**config.mk**
```make
export PLATFORM = sky130hd
export DESIGN_NAME = est_front_flat
export DESIGN_NICKNAME = d
export VERILOG_FILES = /design/src/est_pkg.sv /design/src/est_if.sv /design/src/est_front.sv /design/src/flat_wrapper.sv
export SDC_FILE = /design/constraint.sdc
export NUM_CORES = 1
export LEC_CHECK = 0
export BUFFER_PORTS_ARGS = -buffer_cell sky130_fd_sc_hd__buf_4
export CAP_MARGIN = 10
export CORE_UTILIZATION = 35
export CTS_CLUSTER_DIAMETER = 30
export DETAILED_ROUTE_END_ITERATION = 8
export PLACE_DENSITY_LB_ADDON = 0.15
export SYNTH_ARGS = -nofsm -noshare
export SYNTH_HDL_FRONTEND = slang
export SYNTH_SLANG_ARGS = --single-unit
export TNS_END_PERCENT = 30
```
**constraint.sdc**
```tcl
create_clock -name i_clk -period 9.43 [get_ports i_clk]
set_input_delay 1.886 -clock i_clk [delete_from_list [all_inputs] [get_ports i_clk]]
set_output_delay 1.886 -clock i_clk [all_outputs]
set_load 0.02 [all_outputs]
```
**src/est_pkg.sv**
```systemverilog
// ----------------------------------------------------------------------------
// est_pkg
// Shared types and constants of the ELF64 segment table checker.
// ----------------------------------------------------------------------------
`default_nettype none

package est_pkg;

    // Configuration port
    localparam int CFG_IDX_W  = 2;
    localparam int CFG_DATA_W = 64;

    localparam logic [CFG_IDX_W-1:0] CFG_IMG_SIZE   = 2'd0;
    localparam logic [CFG_IDX_W-1:0] CFG_WIN_LOW    = 2'd1;
    localparam logic [CFG_IDX_W-1:0] CFG_WIN_HIGH   = 2'd2;
    localparam logic [CFG_IDX_W-1:0] CFG_ENTRY_ADDR = 2'd3;

    // Parameter defaults
    localparam int PAGE_SHIFT_DEF = 12;
    localparam int MAX_PAGES_DEF  = 256;

    // Field widths
    localparam int ADDR_W      = 64;
    localparam int WORD_W      = 32;
    localparam int STATUS_W    = 4;
    localparam int VERDICT_W   = 3;
    localparam int PAGES_OUT_W = 9;

    // Header constants
    localparam logic [WORD_W-1:0] SEG_KIND_LOAD = 32'd1;
    localparam logic [WORD_W-1:0] PERM_EXEC     = 32'h0000_0001;
    localparam logic [WORD_W-1:0] PERM_WRITE    = 32'h0000_0002;
    localparam logic [WORD_W-1:0] PERM_READ     = 32'h0000_0004;
    localparam logic [WORD_W-1:0] PERM_KNOWN    = PERM_READ | PERM_WRITE | PERM_EXEC;
    localparam logic [WORD_W-1:0] PERM_WX       = PERM_WRITE | PERM_EXEC;

    // Per-entry status codes
    typedef enum logic [STATUS_W-1:0] {
        ST_ACCEPT  = 4'd0,
        ST_SKIP    = 4'd1,
        ST_SIZE    = 4'd2,
        ST_FLAGS   = 4'd3,
        ST_WX      = 4'd4,
        ST_ALIGN   = 4'd5,
        ST_WINDOW  = 4'd6,
        ST_BUDGET  = 4'd7,
        ST_IGNORED = 4'd8
    } t_status;

    // Table verdict codes
    typedef enum logic [VERDICT_W-1:0] {
        V_PENDING    = 3'd0,
        V_ACCEPTED   = 3'd1,
        V_REJECTED   = 3'd2,
        V_NO_LOAD    = 3'd3,
        V_NO_ENTRY   = 3'd4,
        V_BAD_WINDOW = 3'd5
    } t_verdict;

    // Classified entry handed from the front end to the back end
    typedef struct packed {
        logic    last;
        logic    load;
        t_status code;
        logic    hit;
    } t_seg_cls;

endpackage

`default_nettype wire

```
**src/est_if.sv**
```systemverilog
// ----------------------------------------------------------------------------
// est_if
// Valid/ready channels: program header entries in, entry results out.
// ----------------------------------------------------------------------------
`default_nettype none

interface est_seg_if;
    logic        valid;
    logic        ready;
    logic [31:0] segment_kind;
    logic [31:0] permission_bits;
    logic [63:0] file_offset;
    logic [63:0] virt_base;
    logic [63:0] bytes_in_file;
    logic [63:0] bytes_in_memory;
    logic [63:0] align_amount;
    logic        final_entry;

    modport source (
        output valid, segment_kind, permission_bits, file_offset, virt_base,
               bytes_in_file, bytes_in_memory, align_amount, final_entry,
        input  ready
    );
    modport sink (
        input  valid, segment_kind, permission_bits, file_offset, virt_base,
               bytes_in_file, bytes_in_memory, align_amount, final_entry,
        output ready
    );
endinterface


`default_nettype wire

```
**src/est_front.sv**
```systemverilog
// ----------------------------------------------------------------------------
// est_front
// Accept header entries and classify them: size, range, flags, alignment,
// window and page count, all independent of the running table state.
// ----------------------------------------------------------------------------
`default_nettype none

module est_front #(
    parameter int PAGE_SHIFT = est_pkg::PAGE_SHIFT_DEF,
    localparam int PG_W      = est_pkg::ADDR_W - PAGE_SHIFT
) (
    input  wire logic                         i_clk,
    input  wire logic                         i_rst_n,
    est_seg_if.sink                           i_seg,
    input  wire logic [est_pkg::ADDR_W-1:0]   i_img_size,
    input  wire logic [est_pkg::ADDR_W-1:0]   i_win_low,
    input  wire logic [est_pkg::ADDR_W-1:0]   i_win_high,
    input  wire logic [est_pkg::ADDR_W-1:0]   i_entry_addr,
    input  wire logic                         i_q_full,
    output logic                              o_q_push,
    output est_pkg::t_seg_cls                 o_q_cls,
    output logic [PG_W-1:0]                   o_q_pages
);

    // Stage 1 registers
    logic                        r_s1_valid;
    logic                        r_s1_load;
    logic                        r_s1_last;
    est_pkg::t_status            r_s1_code;
    logic                        r_s1_zero;
    logic                        r_s1_hit;
    logic                        r_s1_carry;
    logic                        r_s1_low_fail;
    logic [est_pkg::ADDR_W-1:0]  r_s1_end;
    logic [PG_W-1:0]             r_s1_va_pg;

    // Stage 1 checks
    logic                        accept;
    logic [est_pkg::ADDR_W-1:0]  room;
    logic [est_pkg::ADDR_W-1:0]  algn_m1;
    logic [est_pkg::ADDR_W-1:0]  entry_ofs;
    logic                        algn_bad;
    logic                        hit;
    logic [est_pkg::ADDR_W:0]    end_sum;
    est_pkg::t_status            code1;

    // Stage 2 checks
    logic                        high_fail;
    logic                        low_nz;
    logic                        round_ovf;
    logic [PG_W-1:0]             pages;
    est_pkg::t_status            code2;

    assign accept      = i_seg.valid && i_seg.ready;
    assign i_seg.ready = !r_s1_valid || !i_q_full;
    assign o_q_push    = r_s1_valid && !i_q_full;

    // Classify the incoming entry
    always_comb begin
        room      = i_img_size - i_seg.file_offset;
        algn_m1   = i_seg.align_amount - 64'd1;
        algn_bad  = (i_seg.align_amount > 64'd1) &&
                    (((i_seg.align_amount & algn_m1) != '0) ||
                     (((i_seg.virt_base ^ i_seg.file_offset) & algn_m1) != '0));
        entry_ofs = i_entry_addr - i_seg.virt_base;
        hit       = ((i_seg.permission_bits & est_pkg::PERM_EXEC) != '0) &&
                    (i_entry_addr >= i_seg.virt_base) &&
                    (entry_ofs < i_seg.bytes_in_memory);
        end_sum   = {1'b0, i_seg.virt_base} + {1'b0, i_seg.bytes_in_memory};

        if (i_seg.bytes_in_file > i_seg.bytes_in_memory) begin
            code1 = est_pkg::ST_SIZE;
        end else if (i_seg.file_offset > i_img_size || i_seg.bytes_in_file > room) begin
            code1 = est_pkg::ST_SIZE;
        end else if ((i_seg.permission_bits & ~est_pkg::PERM_KNOWN) != '0 ||
                     (i_seg.permission_bits & est_pkg::PERM_KNOWN) == '0) begin
            code1 = est_pkg::ST_FLAGS;
        end else if ((i_seg.permission_bits & est_pkg::PERM_WX) == est_pkg::PERM_WX) begin
            code1 = est_pkg::ST_WX;
        end else if (algn_bad) begin
            code1 = est_pkg::ST_ALIGN;
        end else begin
            code1 = est_pkg::ST_ACCEPT;
        end
    end

    // Hold stage 1 while the queue is full
    always_ff @(posedge i_clk) begin
        if (!i_rst_n) begin
            r_s1_valid <= 1'b0;
        end else if (i_seg.ready) begin
            r_s1_valid <= i_seg.valid;
        end
    end

    always_ff @(posedge i_clk) begin
        if (accept) begin
            r_s1_load     <= (i_seg.segment_kind == est_pkg::SEG_KIND_LOAD);
            r_s1_last     <= i_seg.final_entry;
            r_s1_code     <= code1;
            r_s1_zero     <= (i_seg.bytes_in_memory == '0);
            r_s1_hit      <= hit;
            r_s1_carry    <= end_sum[est_pkg::ADDR_W];
            r_s1_low_fail <= (i_seg.virt_base < i_win_low);
            r_s1_end      <= end_sum[est_pkg::ADDR_W-1:0];
            r_s1_va_pg    <= i_seg.virt_base[est_pkg::ADDR_W-1:PAGE_SHIFT];
        end
    end

    // Window, page rounding and page count
    always_comb begin
        high_fail = (r_s1_end > i_win_high);
        low_nz    = |r_s1_end[PAGE_SHIFT-1:0];
        round_ovf = (&r_s1_end[est_pkg::ADDR_W-1:PAGE_SHIFT]) && low_nz;
        pages     = r_s1_end[est_pkg::ADDR_W-1:PAGE_SHIFT] + PG_W'(low_nz) - r_s1_va_pg;

        if (r_s1_code != est_pkg::ST_ACCEPT) begin
            code2 = r_s1_code;
        end else if (r_s1_zero) begin
            code2 = est_pkg::ST_ACCEPT;
        end else if (r_s1_carry || r_s1_low_fail || high_fail || round_ovf) begin
            code2 = est_pkg::ST_WINDOW;
        end else begin
            code2 = est_pkg::ST_ACCEPT;
        end

        o_q_cls.last = r_s1_last;
        o_q_cls.load = r_s1_load;
        o_q_cls.code = code2;
        o_q_cls.hit  = r_s1_hit;
        o_q_pages    = (code2 == est_pkg::ST_ACCEPT && !r_s1_zero) ? pages : '0;
    end

endmodule

`default_nettype wire

```
**src/flat_wrapper.sv**
```systemverilog
// flat-port wrapper written by rule: the top's interface ports become plain ports
module est_front_flat 
#(
    parameter int PAGE_SHIFT = est_pkg::PAGE_SHIFT_DEF,
    localparam int PG_W      = est_pkg::ADDR_W - PAGE_SHIFT
)
  (i_clk, i_rst_n, i_img_size, i_win_low, i_win_high, i_entry_addr, i_q_full, o_q_push, o_q_cls, o_q_pages, i_seg_valid, i_seg_segment_kind, i_seg_permission_bits, i_seg_file_offset, i_seg_virt_base, i_seg_bytes_in_file, i_seg_bytes_in_memory, i_seg_align_amount, i_seg_final_entry, i_seg_ready);
  est_seg_if i_seg_i ();
  input  wire logic i_clk;
  input  wire logic i_rst_n;
  input  wire logic [est_pkg::ADDR_W-1:0] i_img_size;
  input  wire logic [est_pkg::ADDR_W-1:0] i_win_low;
  input  wire logic [est_pkg::ADDR_W-1:0] i_win_high;
  input  wire logic [est_pkg::ADDR_W-1:0] i_entry_addr;
  input  wire logic i_q_full;
  output logic o_q_push;
  output est_pkg::t_seg_cls o_q_cls;
  output logic [PG_W-1:0] o_q_pages;
  input wire logic [$bits(i_seg_i.valid)-1:0] i_seg_valid;
  input wire logic [$bits(i_seg_i.segment_kind)-1:0] i_seg_segment_kind;
  input wire logic [$bits(i_seg_i.permission_bits)-1:0] i_seg_permission_bits;
  input wire logic [$bits(i_seg_i.file_offset)-1:0] i_seg_file_offset;
  input wire logic [$bits(i_seg_i.virt_base)-1:0] i_seg_virt_base;
  input wire logic [$bits(i_seg_i.bytes_in_file)-1:0] i_seg_bytes_in_file;
  input wire logic [$bits(i_seg_i.bytes_in_memory)-1:0] i_seg_bytes_in_memory;
  input wire logic [$bits(i_seg_i.align_amount)-1:0] i_seg_align_amount;
  input wire logic [$bits(i_seg_i.final_entry)-1:0] i_seg_final_entry;
  output wire logic [$bits(i_seg_i.ready)-1:0] i_seg_ready;
  assign i_seg_i.valid = i_seg_valid;
  assign i_seg_i.segment_kind = i_seg_segment_kind;
  assign i_seg_i.permission_bits = i_seg_permission_bits;
  assign i_seg_i.file_offset = i_seg_file_offset;
  assign i_seg_i.virt_base = i_seg_virt_base;
  assign i_seg_i.bytes_in_file = i_seg_bytes_in_file;
  assign i_seg_i.bytes_in_memory = i_seg_bytes_in_memory;
  assign i_seg_i.align_amount = i_seg_align_amount;
  assign i_seg_i.final_entry = i_seg_final_entry;
  assign i_seg_ready = i_seg_i.ready;
  est_front #(.PAGE_SHIFT(PAGE_SHIFT)) u_core (.i_clk(i_clk), .i_rst_n(i_rst_n), .i_seg(i_seg_i), .i_img_size(i_img_size), .i_win_low(i_win_low), .i_win_high(i_win_high), .i_entry_addr(i_entry_addr), .i_q_full(i_q_full), .o_q_push(o_q_push), .o_q_cls(o_q_cls), .o_q_pages(o_q_pages));
endmodule
```
== Yosys cells after proc, flatten, opt, wreduce, memory -nomap -nowiden ==
Cells that the tools add are included.

* Reductions and logical operators: 29
* $add $sub $neg: 6
* Magnitude comparators: 8
* Equal/unequal tests: 2
* Bitwise logic cells: 3
* Muxes and demuxes: 7

{| class="wikitable"
|+ Operators by type and width
! operator !! number
|-
| 64-bit greater-than comparator || 4
|-
| 64-bit bitwise AND || 2
|-
| 64-bit less-than comparator || 2
|-
| 64-bit nonzero test || 2
|-
| 64-bit subtractor || 2
|-
| 64-bit by 64-bit adder with 65-bit output || 1
|-
| 64-bit greater-or-equal comparator || 1
|-
| 64-bit by 1-bit greater-than comparator with 1-bit output, second input constant || 1
|-
| 64-bit zero test || 1
|-
| 64-bit by 1-bit subtractor with 64-bit output, second input constant || 1
|-
| 64-bit bitwise XOR || 1
|-
| 52-bit by 1-bit adder with 52-bit output || 1
|-
| 52-bit two-way mux || 1
|-
| 52-bit AND reduction || 1
|-
| 52-bit subtractor || 1
|-
| 32-bit by 1-bit == test with 1-bit output, second input constant || 1
|-
| 32-bit zero test || 1
|-
| 32-bit nonzero test || 1
|-
| 12-bit OR reduction || 1
|-
| 3-bit two-way mux || 3
|-
| 4-bit two-way mux || 2
|-
| 1-bit logical AND || 7
|-
| 1-bit logical OR || 7
|-
| 4-bit zero test || 1
|-
| 7 further kinds || 9
|}

* Register bits: 127
* Input port bits: 645
* Output and inout bits: 61

== Depth between registers and ports, before layout ==
* Word-level depth: 9
* Gate-level depth with buffers: 26
* Depth with buffers taken out: 26

== Worst setup path before layout ==
No wires, ideal clock.

* Kind: input-to-output
* From: input i_win_high[17] (netlist name)
* To: output o_q_pages[48]
* Required time: 7.544 ns
* Arrival time: 4.816 ns
* Stages on the path: 14
* Buffers on the path: 1
* Setup slack: 2.728 ns
* Cell sequence: inv_1 -> ha_1 -> a21o_1 -> a21o_1 -> a21o_1 -> a221o_1 -> a2111oi_2 -> nor2_1 -> nor4_1 -> o21ai_1 -> a2111oi_2 -> nand2_1 -> buf_2 -> nor3b_2

* Word-level cells in the longest chain between the ends: 9

{| class="wikitable"
|+ Ends and longest elaborated chain
! element !! RTL line !! RTL
|-
| start: declaration || flat_wrapper.sv:13 || <nowiki>input wire logic [est_pkg::ADDR_W-1:0] i_win_high;</nowiki>
|-
| 64-bit greater-than comparator || est_front.sv:112 || <nowiki>high_fail = (r_s1_end > i_win_high);</nowiki>
|-
| 1-bit logical OR (2 in series) || est_front.sv:121 || <nowiki>end else if (r_s1_carry || r_s1_low_fail || high_fail || round_ovf) begin</nowiki>
|-
| 3-bit two-way mux || est_front.sv:121 ||
|-
| 4-bit two-way mux || est_front.sv:119 || <nowiki>end else if (r_s1_zero) begin</nowiki>
|-
| 4-bit two-way mux || est_front.sv:117 || <nowiki>if (r_s1_code != est_pkg::ST_ACCEPT) begin</nowiki>
|-
| 4-bit zero test || est_front.sv:131 || <nowiki>o_q_pages = (code2 == est_pkg::ST_ACCEPT && !r_s1_zero) ? pages : '0;</nowiki>
|-
| 1-bit logical AND || est_front.sv:131 ||
|-
| 52-bit two-way mux || est_front.sv:131 ||
|-
| end: declaration || flat_wrapper.sv:18 || <nowiki>output logic [PG_W-1:0] o_q_pages;</nowiki>
|}

No other way between the ends.

== Worst setup path in the final report ==
* From: input i_win_high[59] (netlist name)
* To: output o_q_pages[48]

The elaborated chain is that of the path after synthesis.

==> flow_summary.ini <==
[outcome]
status = completed

[placed_design]
hpwlAfterDp_mm = 124
place_area_sq_mm = 0.0357
portBuffers = 704
routabilityCongestion = 1.02

[route]
totalWireLength_mm = 138
drt_iter0_drc = 2313
route.detailed.drc = 0
ant_nets = 0
wl_per_cell_um = 25.1
drt_pass1_iterations = 8
vias = 31000
via_per_inst = 5.61

[min_path]
hold_class = flop to flop
hold_path_startpoint = u_core.r_s1_valid
min_to = u_core.r_s1_valid
whs_path_depth = 2

[sta]
slew_violations = 0
finalClockSkew_ps = 11.9
min_period_over_period_pct = 81.9
hold_viol = 0
fin_setup_tns_ps = 0
relSlewSlack_pct = 17.1
tightest_slew_ps = 1230
rsz0062_at_grt = no
setup_viol = 0
period_minus_slack_ps = 7720
fmax_ghz = 0.130

[layout]
ff_latch_area_sq_mm = 0.00377
final_area_sq_mm = 0.0364
multi_input_area_sq_mm = 0.0236
nets = 5745
drive_above_1_share_pct = 17.5
syn_to_final_growth_pct = 23.9
nFillCells = 8562
postLayoutCoreUtil_pct = 44.1

[critical_path]
crit_arrival_ps = 5830
r2r_cells = 3
regToRegSetupSlack_ps = 7070
worstSetupStartpointType = primary input
worstReg2RegStart = u_core.r_s1_valid
endpoint_kind = output pin
timing.rr.end = u_core.r_s1_end[25]
worstSetupPathType = primary input to output pin
critPathMaxFanout = 50
required_ps = 7540

[yosys]
yosysTopAreaCell = ha_1
ys_async_sr_fraction_pct = 0
synth_top_area_share_pct = 28.9
synth_area_leaders = ha_1 29%, edfxtp_1 13%, a21o_1 6.3%
synthesis.area_sq_mm = 0.0294
ys.flop_type = edfxtp_1
synth_seq_area_share_pct = 12.9
synthCells = 3767
syn_area_per_cell_sq_um = 7.79
netlist_top_cells_count = 677 x ha_1, 456 x inv_1, 351 x a21oi_1
yosys.cell_count.top_type = ha_1
synth_nets = 5093
synth-seq-cells = 126
synth_edf_count = 125
synth_cell_types = 81
yosysWarnings = 0

[clock_tree]
clkSinkCount = 126
cts.hold.buffers_added = 0
cts_resized = 0
cts.clk_slew.worst_paths_ps = 60
cts.path.max_buffers = 2
numCtsBuffers = 17
cts.htree.levels = 4
cts_tree = done
cts_setup_buffers = 0
clock_latency_ps = 430
cts_root_buffer = clkbuf_16

[floorplanning]
io_pins = 706
die-area_sq_mm = 0.0850
rows = 105
die_y_um = 292
die_w_um = 292
initial_core_util_pct = 35.6
core_sq_mm = 0.0825

[global_routing]
grt_antenna_before_repair = 31
globalRoute.totalOverflow = 0
grt_pass1_wl_mm = 197
grtUsageTotal_pct = 31.4
grt_start_max_net_pins = 64
grt_pass1_vias = 30000

[flow_run]
maxCapViolations = 0

[pwr]
p_per_area_mw_per_mm2 = 106
p_leak_nw = 18.4
max-vdd-ir-drop_mv = 0.131
logic make-up (layout without fill, tap and decap cells):
kind of cell | count (synthesis) | in the layout | share of synthesized area [%]
adders and majority gates | 681 | 681 | 29.1
and+or+nand+nor | 1006 | 1006 | 17.7
AOI/OAI and AO/OA | 1127 | 1127 | 24.6
DFF | 126 | 126 | 12.9
buffers and inverters | 533 | 1198 | 6.88
xor gates and xnor gates | 293 | 293 | 8.74
other | 1 | 20 | 0.0128
layout by cell type (no fill, tap or decap), types with 7 or more instances in the layout:
| cell type | instances |
|---|---|
| nand3_1 | 62 |
| o31ai_1 | 13 |
| o22ai_1 | 40 |
| o211ai_1 | 32 |
| o31a_1 | 7 |
| o21bai_1 | 65 |
| nor4_1 | 73 |
| ha_1 | 677 |
| a21o_1 | 248 |
| and2_1 | 16 |
| nand2_1 | 205 |
| xor2_1 | 83 |
| and3_1 | 30 |
| nor3_1 | 54 |
| o21a_1 | 28 |
| a211o_1 | 8 |
| edfxtp_1 | 125 |
| nor2_1 | 215 |
| diode_2 | 19 |
| inv_1 | 456 |
| a31oi_1 | 27 |
| a21oi_1 | 351 |
| buf_4 | 710 |
| xnor2_1 | 210 |
| nor2b_1 | 55 |
| and4_1 | 13 |
| or4_1 | 11 |
| a221o_1 | 9 |
| clkbuf_16 | 17 |
| a21boi_0 | 9 |
| o21ai_0 | 174 |
| or3_1 | 45 |
| nand4_1 | 129 |
| a211oi_1 | 32 |
| a2111oi_0 | 8 |
| nand2b_1 | 56 |
| a221oi_1 | 14 |
| nand3b_1 | 7 |
| or2_2 | 14 |
worst max-delay path, stage by stage:
cell and delay, ps:
buf_4 80, inv_1 30, ha_1 290, nand4_1 130
nor4_1 840, nand3_1 320, or3_1 450, a2111oi_2 550
nand2_2 680, nor3b_2 360, buf_4 170
state kept, by name, indices dropped and copies added (netlist names):
register	cells
u_core.r_s1_low_fail	1
u_core.r_s1_zero	1
u_core.r_s1_valid	1
u_core.r_s1_carry	1
u_core.r_s1_hit	1
u_core.r_s1_load	1
u_core.r_s1_end	64
u_core.r_s1_va_pg	52
u_core.r_s1_code	3
u_core.r_s1_last	1
through the flow:
stage                     hold slack, ps  std cells  setup slack [ps]  power [mW]
final                                551       5521              1710        3.87
after detailed placement             518       5470              1670        3.15
after floorplan                      487       3767              2730        2.29
after global placement               523       5470              1810        3.16
after CTS                            537       5502              1660        3.85
after global routing                 575       5517              1390        4.15
where the power goes:
part / switching (mW) / leakage [nW] / internal (mW)
registers: 0.0540 / 1.22 / 0.696
logic: 1.39 / 16.8 / 1.04
clock network: 0.267 / 0.291 / 0.416
total: 1.71 / 18.4 / 2.16
how the worst max path moves through the flow:
stage | startpoint | endpoint | slack, ps
after floorplan | i_win_high[17] | o_q_pages[48] | 2730
after global placement | i_win_high[59] | o_q_pages[48] | 1810
after detailed placement | i_win_high[59] | o_q_pages[48] | 1670
after CTS | i_win_high[59] | o_q_pages[48] | 1660
after global routing | i_win_high[17] | o_q_pages[5] | 1390
final | i_win_high[59] | o_q_pages[48] | 1710
cell type report:
cell class / count / share of cell area, %
Multi-Input combinational cell: 3108 / 64.8
Timing Repair Buffer: 710 / 14.7
Sequential cell: 126 / 10.4
Inverter: 456 / 4.71
Tap cell: 1070 / 3.68
Clock buffer: 18 / 1.18
Clock inverter: 14 / 0.454
Antenna cell: 19 / 0.131
per-layer routing:
metal,part of all wire [%],global-route usage [%]
met5,0.13,0
met4,3.9,12.5
met3,6.2,4.42
met2,45,50.6
met1,45,42.0
Power figures use the tool's default switching activity.
